===== config.mk =====
export PLATFORM = sky130hd
export DESIGN_NAME = vox_chunk_stream_parser
export DESIGN_NICKNAME = d
export VERILOG_FILES = /design/src/rtl/vcsp_pkg.sv /design/src/rtl/vox_chunk_stream_parser.sv
export SDC_FILE = /design/constraint.sdc
export NUM_CORES = 1
export LEC_CHECK = 0
export ABC_AREA = 1
export BUFFER_PORTS_ARGS = -buffer_cell sky130_fd_sc_hd__buf_4
export CORE_MARGIN = 10
export CORE_UTILIZATION = 45
export DETAILED_ROUTE_END_ITERATION = 16
export PLACE_DENSITY = 0.66
export REMOVE_ABC_BUFFERS = 1
export SLEW_MARGIN = 20
export SYNTH_ARGS = -nofsm -noshare
export SYNTH_HDL_FRONTEND = slang
export SYNTH_SLANG_ARGS = --single-unit

===== constraint.sdc =====
create_clock -name clock -period 5 [get_ports clock]
set_input_delay 0.75 -clock clock [delete_from_list [all_inputs] [get_ports clock]]
set_output_delay 0.75 -clock clock [all_outputs]
set_load 0.02 [all_outputs]

===== src/rtl/vcsp_pkg.sv =====
package vcsp_pkg;

   // Chunk identifiers as little-endian words.
   localparam logic [31:0] ID_VOX  = 32'h2058_4F56;
   localparam logic [31:0] ID_SIZE = 32'h455A_4953;
   localparam logic [31:0] ID_XYZI = 32'h495A_5958;
   localparam logic [31:0] ID_RGBA = 32'h4142_4752;

   localparam logic [31:0] PALETTE_BYTES = 32'd1024;
   localparam logic [31:0] MAX_COUNT     = 32'd16777216;
   localparam int          DEF_MAX_DIM   = 256;

   localparam int DIM_W   = 9;
   localparam int SLOT_W  = 8;
   localparam int PAL_W   = 32;
   localparam int STAT_W  = 3;
   localparam int KIND_W  = 2;
   localparam int DATA_W  = 72;
   localparam int COUNT_W = 25;

   localparam logic [KIND_W-1:0] KIND_DIMS    = 2'd0;
   localparam logic [KIND_W-1:0] KIND_VOXEL   = 2'd1;
   localparam logic [KIND_W-1:0] KIND_PALETTE = 2'd2;
   localparam logic [KIND_W-1:0] KIND_STATUS  = 2'd3;

   localparam logic [STAT_W-1:0] ST_OK      = 3'd0;
   localparam logic [STAT_W-1:0] ST_MAGIC   = 3'd1;
   localparam logic [STAT_W-1:0] ST_OVERRUN = 3'd2;
   localparam logic [STAT_W-1:0] ST_SIZE    = 3'd3;
   localparam logic [STAT_W-1:0] ST_COUNT   = 3'd4;
   localparam logic [STAT_W-1:0] ST_VOXEL   = 3'd5;
   localparam logic [STAT_W-1:0] ST_PALETTE = 3'd6;
   localparam logic [STAT_W-1:0] ST_MISSING = 3'd7;

   typedef struct packed {
      logic [KIND_W-1:0] kind;
      logic [DIM_W-1:0]  pos_x;
      logic [DIM_W-1:0]  pos_y;
      logic [DIM_W-1:0]  pos_z;
      logic [SLOT_W-1:0] slot;
      logic [PAL_W-1:0]  pal;
      logic [STAT_W-1:0] status;
      logic              eof;
   } result_type;

endpackage


===== src/rtl/vox_chunk_stream_parser.sv =====
// A result is registered into the result queue when the byte that completes its word is taken.
// Throughput: one byte per cycle while the result queue holds at most one entry; a byte
// that yields both a data word and the end status fills two slots of the three-entry result queue, so ready drops.
// Reset: synchronous, active high; returns the parser to the magic phase with an
// empty result queue. After every last byte the parser also returns to the magic phase, with its end status queued.
module vox_chunk_stream_parser #(
   parameter int MAX_DIM = vcsp_pkg::DEF_MAX_DIM
) (
   input  logic        clock,
   input  logic        reset,
   input  logic        req_tvalid,
   output logic        req_tready,
   input  logic [7:0]  req_tdata,   // in_byte
   input  logic        req_tlast,   // last_byte
   output logic        rsp_tvalid,
   input  logic        rsp_tready,
   // pos_x[8:0], pos_y[17:9], pos_z[26:18], color_slot[34:27],
   // palette_value[66:35], status_code[69:67], zero[71:70]
   output logic [vcsp_pkg::DATA_W-1:0] rsp_tdata,
   output logic [vcsp_pkg::KIND_W-1:0] rsp_tuser, // item_kind
   output logic        rsp_tlast    // end_of_file
);
   import vcsp_pkg::*;

   typedef enum logic [3:0] {
      PH_MAGIC, PH_VERSION, PH_HDR_ID, PH_HDR_LEN, PH_HDR_CHD,
      PH_SIZE_X, PH_SIZE_Y, PH_SIZE_Z, PH_COUNT, PH_VOXEL,
      PH_PAL, PH_SKIP, PH_SINK
   } phase_type;

   phase_type            phase_ff, phase_in;
   logic [1:0]           pos_ff, pos_in;
   logic [23:0]          gather_ff, gather_in;
   logic [31:0]          chunk_ff, chunk_in;
   logic [31:0]          left_ff, left_in;
   logic [COUNT_W-1:0]   vox_ff, vox_in;
   logic [DIM_W-1:0]     dims_ff [3];
   logic [DIM_W-1:0]     dims_in [3];
   logic                 hdims_ff, hdims_in;
   logic                 hvox_ff, hvox_in;
   logic [SLOT_W-1:0]    pidx_ff, pidx_in;
   logic [STAT_W-1:0]    err_ff, err_in;

   result_type           queue_ff [3];
   logic [1:0]           wr_ff, rd_ff, cnt_ff;
   logic [1:0]           wr_in, rd_in, cnt_in;

   logic                 req_accept, pop;
   logic [31:0]          word;
   logic [31:0]          left_dec;
   logic                 data_vld, stat_vld;
   result_type           data_res, stat_res;
   logic [STAT_W-1:0]    stat_code;

   function automatic logic [1:0] ptr_next(input logic [1:0] p);
      return (p == 2'd2) ? 2'd0 : p + 2'd1;
   endfunction

   assign req_tready = (cnt_ff <= 2'd1);
   assign req_accept = req_tvalid && req_tready;
   assign rsp_tvalid = (cnt_ff != 2'd0);
   assign pop        = rsp_tvalid && rsp_tready;

   assign word     = {req_tdata, gather_ff};
   assign left_dec = (left_ff != 32'd0) ? left_ff - 32'd1 : left_ff;

   always_comb begin
      phase_in  = phase_ff;
      pos_in    = pos_ff;
      gather_in = gather_ff;
      chunk_in  = chunk_ff;
      left_in   = left_ff;
      vox_in    = vox_ff;
      dims_in   = dims_ff;
      hdims_in  = hdims_ff;
      hvox_in   = hvox_ff;
      pidx_in   = pidx_ff;
      err_in    = err_ff;
      data_vld  = 1'b0;
      data_res  = '0;
      stat_vld  = 1'b0;
      stat_res  = '0;
      stat_code = ST_OK;

      if (req_accept) begin
         if (phase_ff == PH_SKIP) begin
            left_in = left_dec;
            if (left_dec == 32'd0) begin
               phase_in = PH_HDR_ID;
            end
         end else if (phase_ff != PH_SINK) begin
            if (phase_ff >= PH_SIZE_X && phase_ff <= PH_PAL) begin
               left_in = left_dec;
            end
            if (pos_ff == 2'd3) begin
               pos_in    = 2'd0;
               gather_in = '0;
               case (phase_ff)
                  PH_MAGIC: begin
                     if (word != ID_VOX) begin
                        err_in   = ST_MAGIC;
                        phase_in = PH_SINK;
                     end else begin
                        phase_in = PH_VERSION;
                     end
                  end
                  PH_VERSION: phase_in = PH_HDR_ID;
                  PH_HDR_ID: begin
                     chunk_in = word;
                     phase_in = PH_HDR_LEN;
                  end
                  PH_HDR_LEN: begin
                     left_in  = word;
                     phase_in = PH_HDR_CHD;
                  end
                  PH_HDR_CHD: begin
                     if (chunk_ff == ID_SIZE && !hdims_ff) begin
                        if (left_ff < 32'd12) begin
                           err_in   = ST_OVERRUN;
                           phase_in = PH_SINK;
                        end else begin
                           phase_in = PH_SIZE_X;
                        end
                     end else if (chunk_ff == ID_XYZI && hdims_ff && !hvox_ff) begin
                        if (left_ff < 32'd4) begin
                           err_in   = ST_OVERRUN;
                           phase_in = PH_SINK;
                        end else begin
                           phase_in = PH_COUNT;
                        end
                     end else if (chunk_ff == ID_RGBA) begin
                        if (left_ff < PALETTE_BYTES) begin
                           err_in   = ST_PALETTE;
                           phase_in = PH_SINK;
                        end else begin
                           pidx_in  = '0;
                           phase_in = PH_PAL;
                        end
                     end else begin
                        phase_in = (left_ff == 32'd0) ? PH_HDR_ID : PH_SKIP;
                     end
                  end
                  PH_SIZE_X, PH_SIZE_Y, PH_SIZE_Z: begin
                     if (word < 32'd1 || word > 32'(MAX_DIM)) begin
                        err_in   = ST_SIZE;
                        phase_in = PH_SINK;
                     end else if (phase_ff == PH_SIZE_X) begin
                        dims_in[0] = word[DIM_W-1:0];
                        phase_in   = PH_SIZE_Y;
                     end else if (phase_ff == PH_SIZE_Y) begin
                        dims_in[1] = word[DIM_W-1:0];
                        phase_in   = PH_SIZE_Z;
                     end else begin
                        dims_in[2]     = word[DIM_W-1:0];
                        hdims_in       = 1'b1;
                        phase_in       = (left_dec == 32'd0) ? PH_HDR_ID : PH_SKIP;
                        data_vld       = 1'b1;
                        data_res.kind  = KIND_DIMS;
                        data_res.pos_x = dims_ff[0];
                        data_res.pos_y = dims_ff[1];
                        data_res.pos_z = word[DIM_W-1:0];
                     end
                  end
                  PH_COUNT: begin
                     if (word > MAX_COUNT) begin
                        err_in   = ST_COUNT;
                        phase_in = PH_SINK;
                     end else if ({5'd0, word[COUNT_W-1:0], 2'b00} > left_dec) begin
                        err_in   = ST_OVERRUN;
                        phase_in = PH_SINK;
                     end else if (word == 32'd0) begin
                        hvox_in  = 1'b1;
                        phase_in = (left_dec == 32'd0) ? PH_HDR_ID : PH_SKIP;
                     end else begin
                        vox_in   = word[COUNT_W-1:0];
                        phase_in = PH_VOXEL;
                     end
                  end
                  PH_VOXEL: begin
                     if ({1'b0, word[7:0]} >= dims_ff[0] ||
                         {1'b0, word[15:8]} >= dims_ff[1] ||
                         {1'b0, word[23:16]} >= dims_ff[2] ||
                         word[31:24] == 8'd0) begin
                        err_in   = ST_VOXEL;
                        phase_in = PH_SINK;
                     end else begin
                        vox_in = vox_ff - COUNT_W'(1);
                        if (vox_ff == COUNT_W'(1)) begin
                           hvox_in  = 1'b1;
                           phase_in = (left_dec == 32'd0) ? PH_HDR_ID : PH_SKIP;
                        end
                        data_vld       = 1'b1;
                        data_res.kind  = KIND_VOXEL;
                        data_res.pos_x = {1'b0, word[7:0]};
                        data_res.pos_y = {1'b0, word[15:8]};
                        data_res.pos_z = {1'b0, word[23:16]};
                        data_res.slot  = word[31:24];
                     end
                  end
                  PH_PAL: begin
                     data_vld      = 1'b1;
                     data_res.kind = KIND_PALETTE;
                     data_res.slot = pidx_ff;
                     data_res.pal  = word;
                     pidx_in       = pidx_ff + 8'd1;
                     if (pidx_ff == 8'd255) begin
                        phase_in = (left_dec == 32'd0) ? PH_HDR_ID : PH_SKIP;
                     end
                  end
                  default: ;
               endcase
            end else begin
               pos_in = pos_ff + 2'd1;
               case (pos_ff)
                  2'd0:    gather_in[7:0]   = req_tdata;
                  2'd1:    gather_in[15:8]  = req_tdata;
                  default: gather_in[23:16] = req_tdata;
               endcase
            end
         end

         if (req_tlast) begin
            // A file that ends in the magic word or inside owed content is an error;
            // ending inside a header is not, though a missing SIZE or XYZI chunk still is.
            stat_code = err_in;
            if (err_in == ST_OK) begin
               if (phase_in == PH_MAGIC) begin
                  stat_code = ST_MAGIC;
               end else if (phase_in >= PH_SIZE_X && phase_in <= PH_SKIP) begin
                  stat_code = ST_OVERRUN;
               end else if (!hdims_in || !hvox_in) begin
                  stat_code = ST_MISSING;
               end
            end
            stat_vld        = 1'b1;
            stat_res.kind   = KIND_STATUS;
            stat_res.status = stat_code;
            stat_res.eof    = 1'b1;

            phase_in  = PH_MAGIC;
            pos_in    = '0;
            gather_in = '0;
            chunk_in  = '0;
            left_in   = '0;
            vox_in    = '0;
            dims_in   = '{default: '0};
            hdims_in  = 1'b0;
            hvox_in   = 1'b0;
            pidx_in   = '0;
            err_in    = ST_OK;
         end
      end
   end

   always_comb begin
      wr_in  = wr_ff;
      rd_in  = pop ? ptr_next(rd_ff) : rd_ff;
      cnt_in = cnt_ff - {1'b0, pop};
      if (data_vld && stat_vld) begin
         wr_in  = ptr_next(ptr_next(wr_ff));
         cnt_in = cnt_in + 2'd2;
      end else if (data_vld || stat_vld) begin
         wr_in  = ptr_next(wr_ff);
         cnt_in = cnt_in + 2'd1;
      end
   end

   always_ff @(posedge clock) begin
      if (reset) begin
         phase_ff  <= PH_MAGIC;
         pos_ff    <= '0;
         gather_ff <= '0;
         chunk_ff  <= '0;
         left_ff   <= '0;
         vox_ff    <= '0;
         dims_ff   <= '{default: '0};
         hdims_ff  <= 1'b0;
         hvox_ff   <= 1'b0;
         pidx_ff   <= '0;
         err_ff    <= ST_OK;
         wr_ff     <= '0;
         rd_ff     <= '0;
         cnt_ff    <= '0;
      end else begin
         phase_ff  <= phase_in;
         pos_ff    <= pos_in;
         gather_ff <= gather_in;
         chunk_ff  <= chunk_in;
         left_ff   <= left_in;
         vox_ff    <= vox_in;
         dims_ff   <= dims_in;
         hdims_ff  <= hdims_in;
         hvox_ff   <= hvox_in;
         pidx_ff   <= pidx_in;
         err_ff    <= err_in;
         wr_ff     <= wr_in;
         rd_ff     <= rd_in;
         cnt_ff    <= cnt_in;
      end
   end

   // Result queue: the data word goes first, the end status behind it.
   always_ff @(posedge clock) begin
      if (data_vld) begin
         queue_ff[wr_ff] <= data_res;
         if (stat_vld) begin
            queue_ff[ptr_next(wr_ff)] <= stat_res;
         end
      end else if (stat_vld) begin
         queue_ff[wr_ff] <= stat_res;
      end
   end

   assign rsp_tdata = {2'b00, queue_ff[rd_ff].status, queue_ff[rd_ff].pal,
                       queue_ff[rd_ff].slot, queue_ff[rd_ff].pos_z,
                       queue_ff[rd_ff].pos_y, queue_ff[rd_ff].pos_x};
   assign rsp_tuser = queue_ff[rd_ff].kind;
   assign rsp_tlast = queue_ff[rd_ff].eof;

   a_last_queued: assert property (@(posedge clock) disable iff (reset)
      req_accept && req_tlast |=> cnt_ff != 2'd0)
      else $error("end status not queued after last word");

   a_last_rearms: assert property (@(posedge clock) disable iff (reset)
      req_accept && req_tlast |=> phase_ff == PH_MAGIC && !hdims_ff && !hvox_ff &&
                                  err_ff == ST_OK)
      else $error("parser did not return to the magic phase after last word");

   a_sink_has_error: assert property (@(posedge clock) disable iff (reset)
      phase_ff == PH_SINK |-> err_ff != ST_OK)
      else $error("sink phase without a recorded error");

   a_voxel_ctx: assert property (@(posedge clock) disable iff (reset)
      phase_ff == PH_VOXEL |-> hdims_ff && !hvox_ff && vox_ff != '0)
      else $error("voxel phase without dimensions or with no voxels owed");

endmodule

==> results.cfg <==
[status]
outcome = finished, final reports clean

[sta]
fin_skew_ns = 0.01992
fin_ws_ns = 0.4802
maxSlewViolCount = 0
fmax_ghz = 0.2213
rsz0062_at_grt = false
slew_headroom_pct = 24.52
finalSetupViolations = 0
tightest_slew_ns = 1.128
finalHoldViolCount = 0
period_needed_ns = 4.520
period_share_pct = 90.40

[detailed_routing]
antenna_left = 0
wl_um = 76950
vias = 21497
wire_per_inst_um = 20.75
via_per_inst = 5.797
route.detailed.drc = 0
drt-initial-drc-count = 2205
drtPass1Iterations = 6

[yosys]
synth_most_common_cell = nand2_1
ys_ff_latch = 386
synth_edf_count = 18
avgSynthCellArea_um2 = 6.897
yosys_most_used_dff = dfxtp_1
netlist.area_leader.share_pct = 34.99
synth.largest_area_cell = dfxtp_1
ys_seq_area_share_pct = 37.55
synthArstFlopShare_pct = 0
ys_warn_count = 0
netlist_top_cells_area = dfxtp_1 35%, nand2_1 10%, inv_1 7.0%
synth_commonest_cells = 589 x nand2_1, 394 x inv_1, 368 x dfxtp_1
syn-instance-count = 3053
yosysUniqueCellTypes = 63
syn_area_um2 = 21060

[clock_tree]
clk_latency_ns = 0.59
path_clk_slew_ns = 0.07
cts_root_buf = clkbuf_16
cts_resized = 0
cts_setup_buffers = 0
tritoncts = yes
cts.sinks = 386
h-tree-depth = 2
cts_buffers = 43
cts_buffer_depth = 3
cts_hold_buf = 0

[power]
internal_power_mw = 6.770
pwr-share-comb_pct = 33.0
leakagePower_nw = 9.957
peakVddDrop_uv = 350.9
power_switching_mw = 4.018
power_switching_share_pct = 37.24
p_per_area_nw_per_um2 = 458.6
seq_power_share_pct = 37.6
p_clk_share_pct = 29.4

[placement]
numPortBuffers = 87
dpl_worst_slack_ns = 0.5571
dpl_cell_area_um2 = 22150
post-dp-hpwl_um = 54560
gp_congestion = 1.019

[floorplan]
initial_utilization_pct = 45.42
io_pins = 90
core_um2 = 46360
die_w_um = 236.3
die_h_um = 236.3
dieArea_um2 = 55840
row_count = 79

[final_layout]
post-route-cell-area_um2 = 23530
fill_cells = 4622
n_antenna_cell = 0
seqCellArea_um2 = 7909
finish.utilization_pct = 50.75
area_delta_synth_final_pct = 11.73
nets = 3138
multiInputGateArea_um2 = 10930
drive_gt1_share_pct = 9.255

[worst_setup_path]
cp_common_cell = nand2_1
crit_path_top_delay_cell = dfxtp_1
crit_path_end_kind = flop
worst_setup_path_start_kind = flop
cpPeakStageDelay_ns = 0.41
crit_fanout = 34
cp.required_ns = 5.34
critPathKind = reg2reg
cp_data_arrival_time_ns = 4.86

[grt]
grt_first_pass_wirelength_um = 118600
grt_max_degree = 102
antenna_found_initial = 0
gr-total-overflow = 0
grt_usage_pct = 26.26
grt_pass1_vias = 20235

[flow_run]
cap_viol_max_count = 0

[worst_hold_path]
hold_class = reg2reg
==> routing by layer <==
metal	wire length (µm)	global-route usage, %	up-vias
met4	2587	9.052	0
met5	0	0	-
li1	-	-	10336
met2	35030	42.17	884
met3	6205	5.265	158
met1	33130	34.41	10119
==> path summary, 6_finish.rpt <==
path | startpoint | endpoint | depth (start not counted) | slack, ns
max | left_ff[0]$_SDFFE_PP0P_ | queue_ff[1][3]$_DFFE_PP_ | 30 | 0.48
min | queue_ff[0][19]$_SDFFE_PP0P_ | queue_ff[0][19]$_SDFFE_PP0P_ | 2 | 0.46
max reg2reg | left_ff[0]$_SDFFE_PP0P_ | queue_ff[1][3]$_DFFE_PP_ | 30 | 0.48
min reg2reg | queue_ff[0][19]$_SDFFE_PP0P_ | queue_ff[0][19]$_SDFFE_PP0P_ | 2 | 0.46
==> through the flow <==
stage | total power [mW] | cells | setup TNS [ns] | hold slack (ns)
after global routing | 11.36 | 3708 | 0 | 0.4810
after floorplan | 6.261 | 2895 | -13.24 | 0.4313
final | 10.79 | 3708 | 0 | 0.4645
after detailed placement | 7.636 | 3632 | 0 | 0.4527
after global placement | 7.543 | 3632 | 0 | 0.4377
after CTS | 10.80 | 3708 | 0 | 0.4536
==> cell type report <==
type,count,share of cell area [%]
inverters,410,6.573
repair buffers,130,4.308
well taps,607,3.228
clock inverters,16,0.7339
multi-input cells,2099,46.44
flip-flops and latches,386,33.62
clock buffers,60,5.100
==> placed cells by master (no fill, tap or decap), drive strengths merged, types with 2 or more instances in the layout <==
cell,n
a211oi,40
a21oi,260
a221o,6
a31oi,13
and2,2
buf,130
bufinv,2
clkbuf,60
clkinv,16
clkinvlp,2
conb,2
dfxtp,368
edfxtp,18
ha,55
inv,406
nand2,604
nand3,181
nand3b,6
nand4,47
nor2,284
nor3,46
nor3b,4
nor4,14
o211ai,64
o21ai,293
o21bai,5
o221ai,8
o22ai,136
o311ai,2
o31ai,5
xor2,8
==> state kept, by name, summed over array words and instances (netlist names), 2 cells and up, named ones only <==
| signal | cells |
|---|---|
| chunk_ff | 32 |
| cnt_ff | 2 |
| dims_ff | 27 |
| err_ff | 3 |
| gather_ff | 24 |
| left_ff | 32 |
| phase_ff | 4 |
| pidx_ff | 8 |
| pos_ff | 2 |
| queue_ff | 219 |
| rd_ff | 2 |
| vox_ff | 25 |
| wr_ff | 2 |
==> critical path: cells and delay by family, from the launching register on <==
kind | cells | cell delay (ns)
AND/OR/NAND/NOR | 22 | 2.26
buffers and inverters | 3 | 0.31
flip-flops | 1 | 0.41
adder cells (fa/ha/maj) | 2 | 0.71
AO/OA/AOI/OAI | 3 | 0.55
==> logic make-up after synthesis <==
group | count (synthesis) | synth area share, %
AO/OA/AOI/OAI | 842 | 23.32
flip-flops | 386 | 37.55
other | 1 | 0.01781
XOR/XNOR | 9 | 0.3744
buffers and inverters | 569 | 10.68
AND/OR/NAND/NOR | 1191 | 24.78
adder cells (fa/ha/maj) | 55 | 3.268
==> power by group through the flow <==
stage | Sequential [mW] | Combinational, mW | Clock, mW
2_1_floorplan | 4.05 | 2.21 | 0
5_1_grt | 4.11 | 3.92 | 3.33
3_3_place_gp | 4.09 | 3.45 | 0
6_report | 4.05 | 3.56 | 3.17
3_5_place_dp | 4.11 | 3.53 | 0
4_1_cts | 4.05 | 3.55 | 3.20
(Power assumes the default switching activity.)
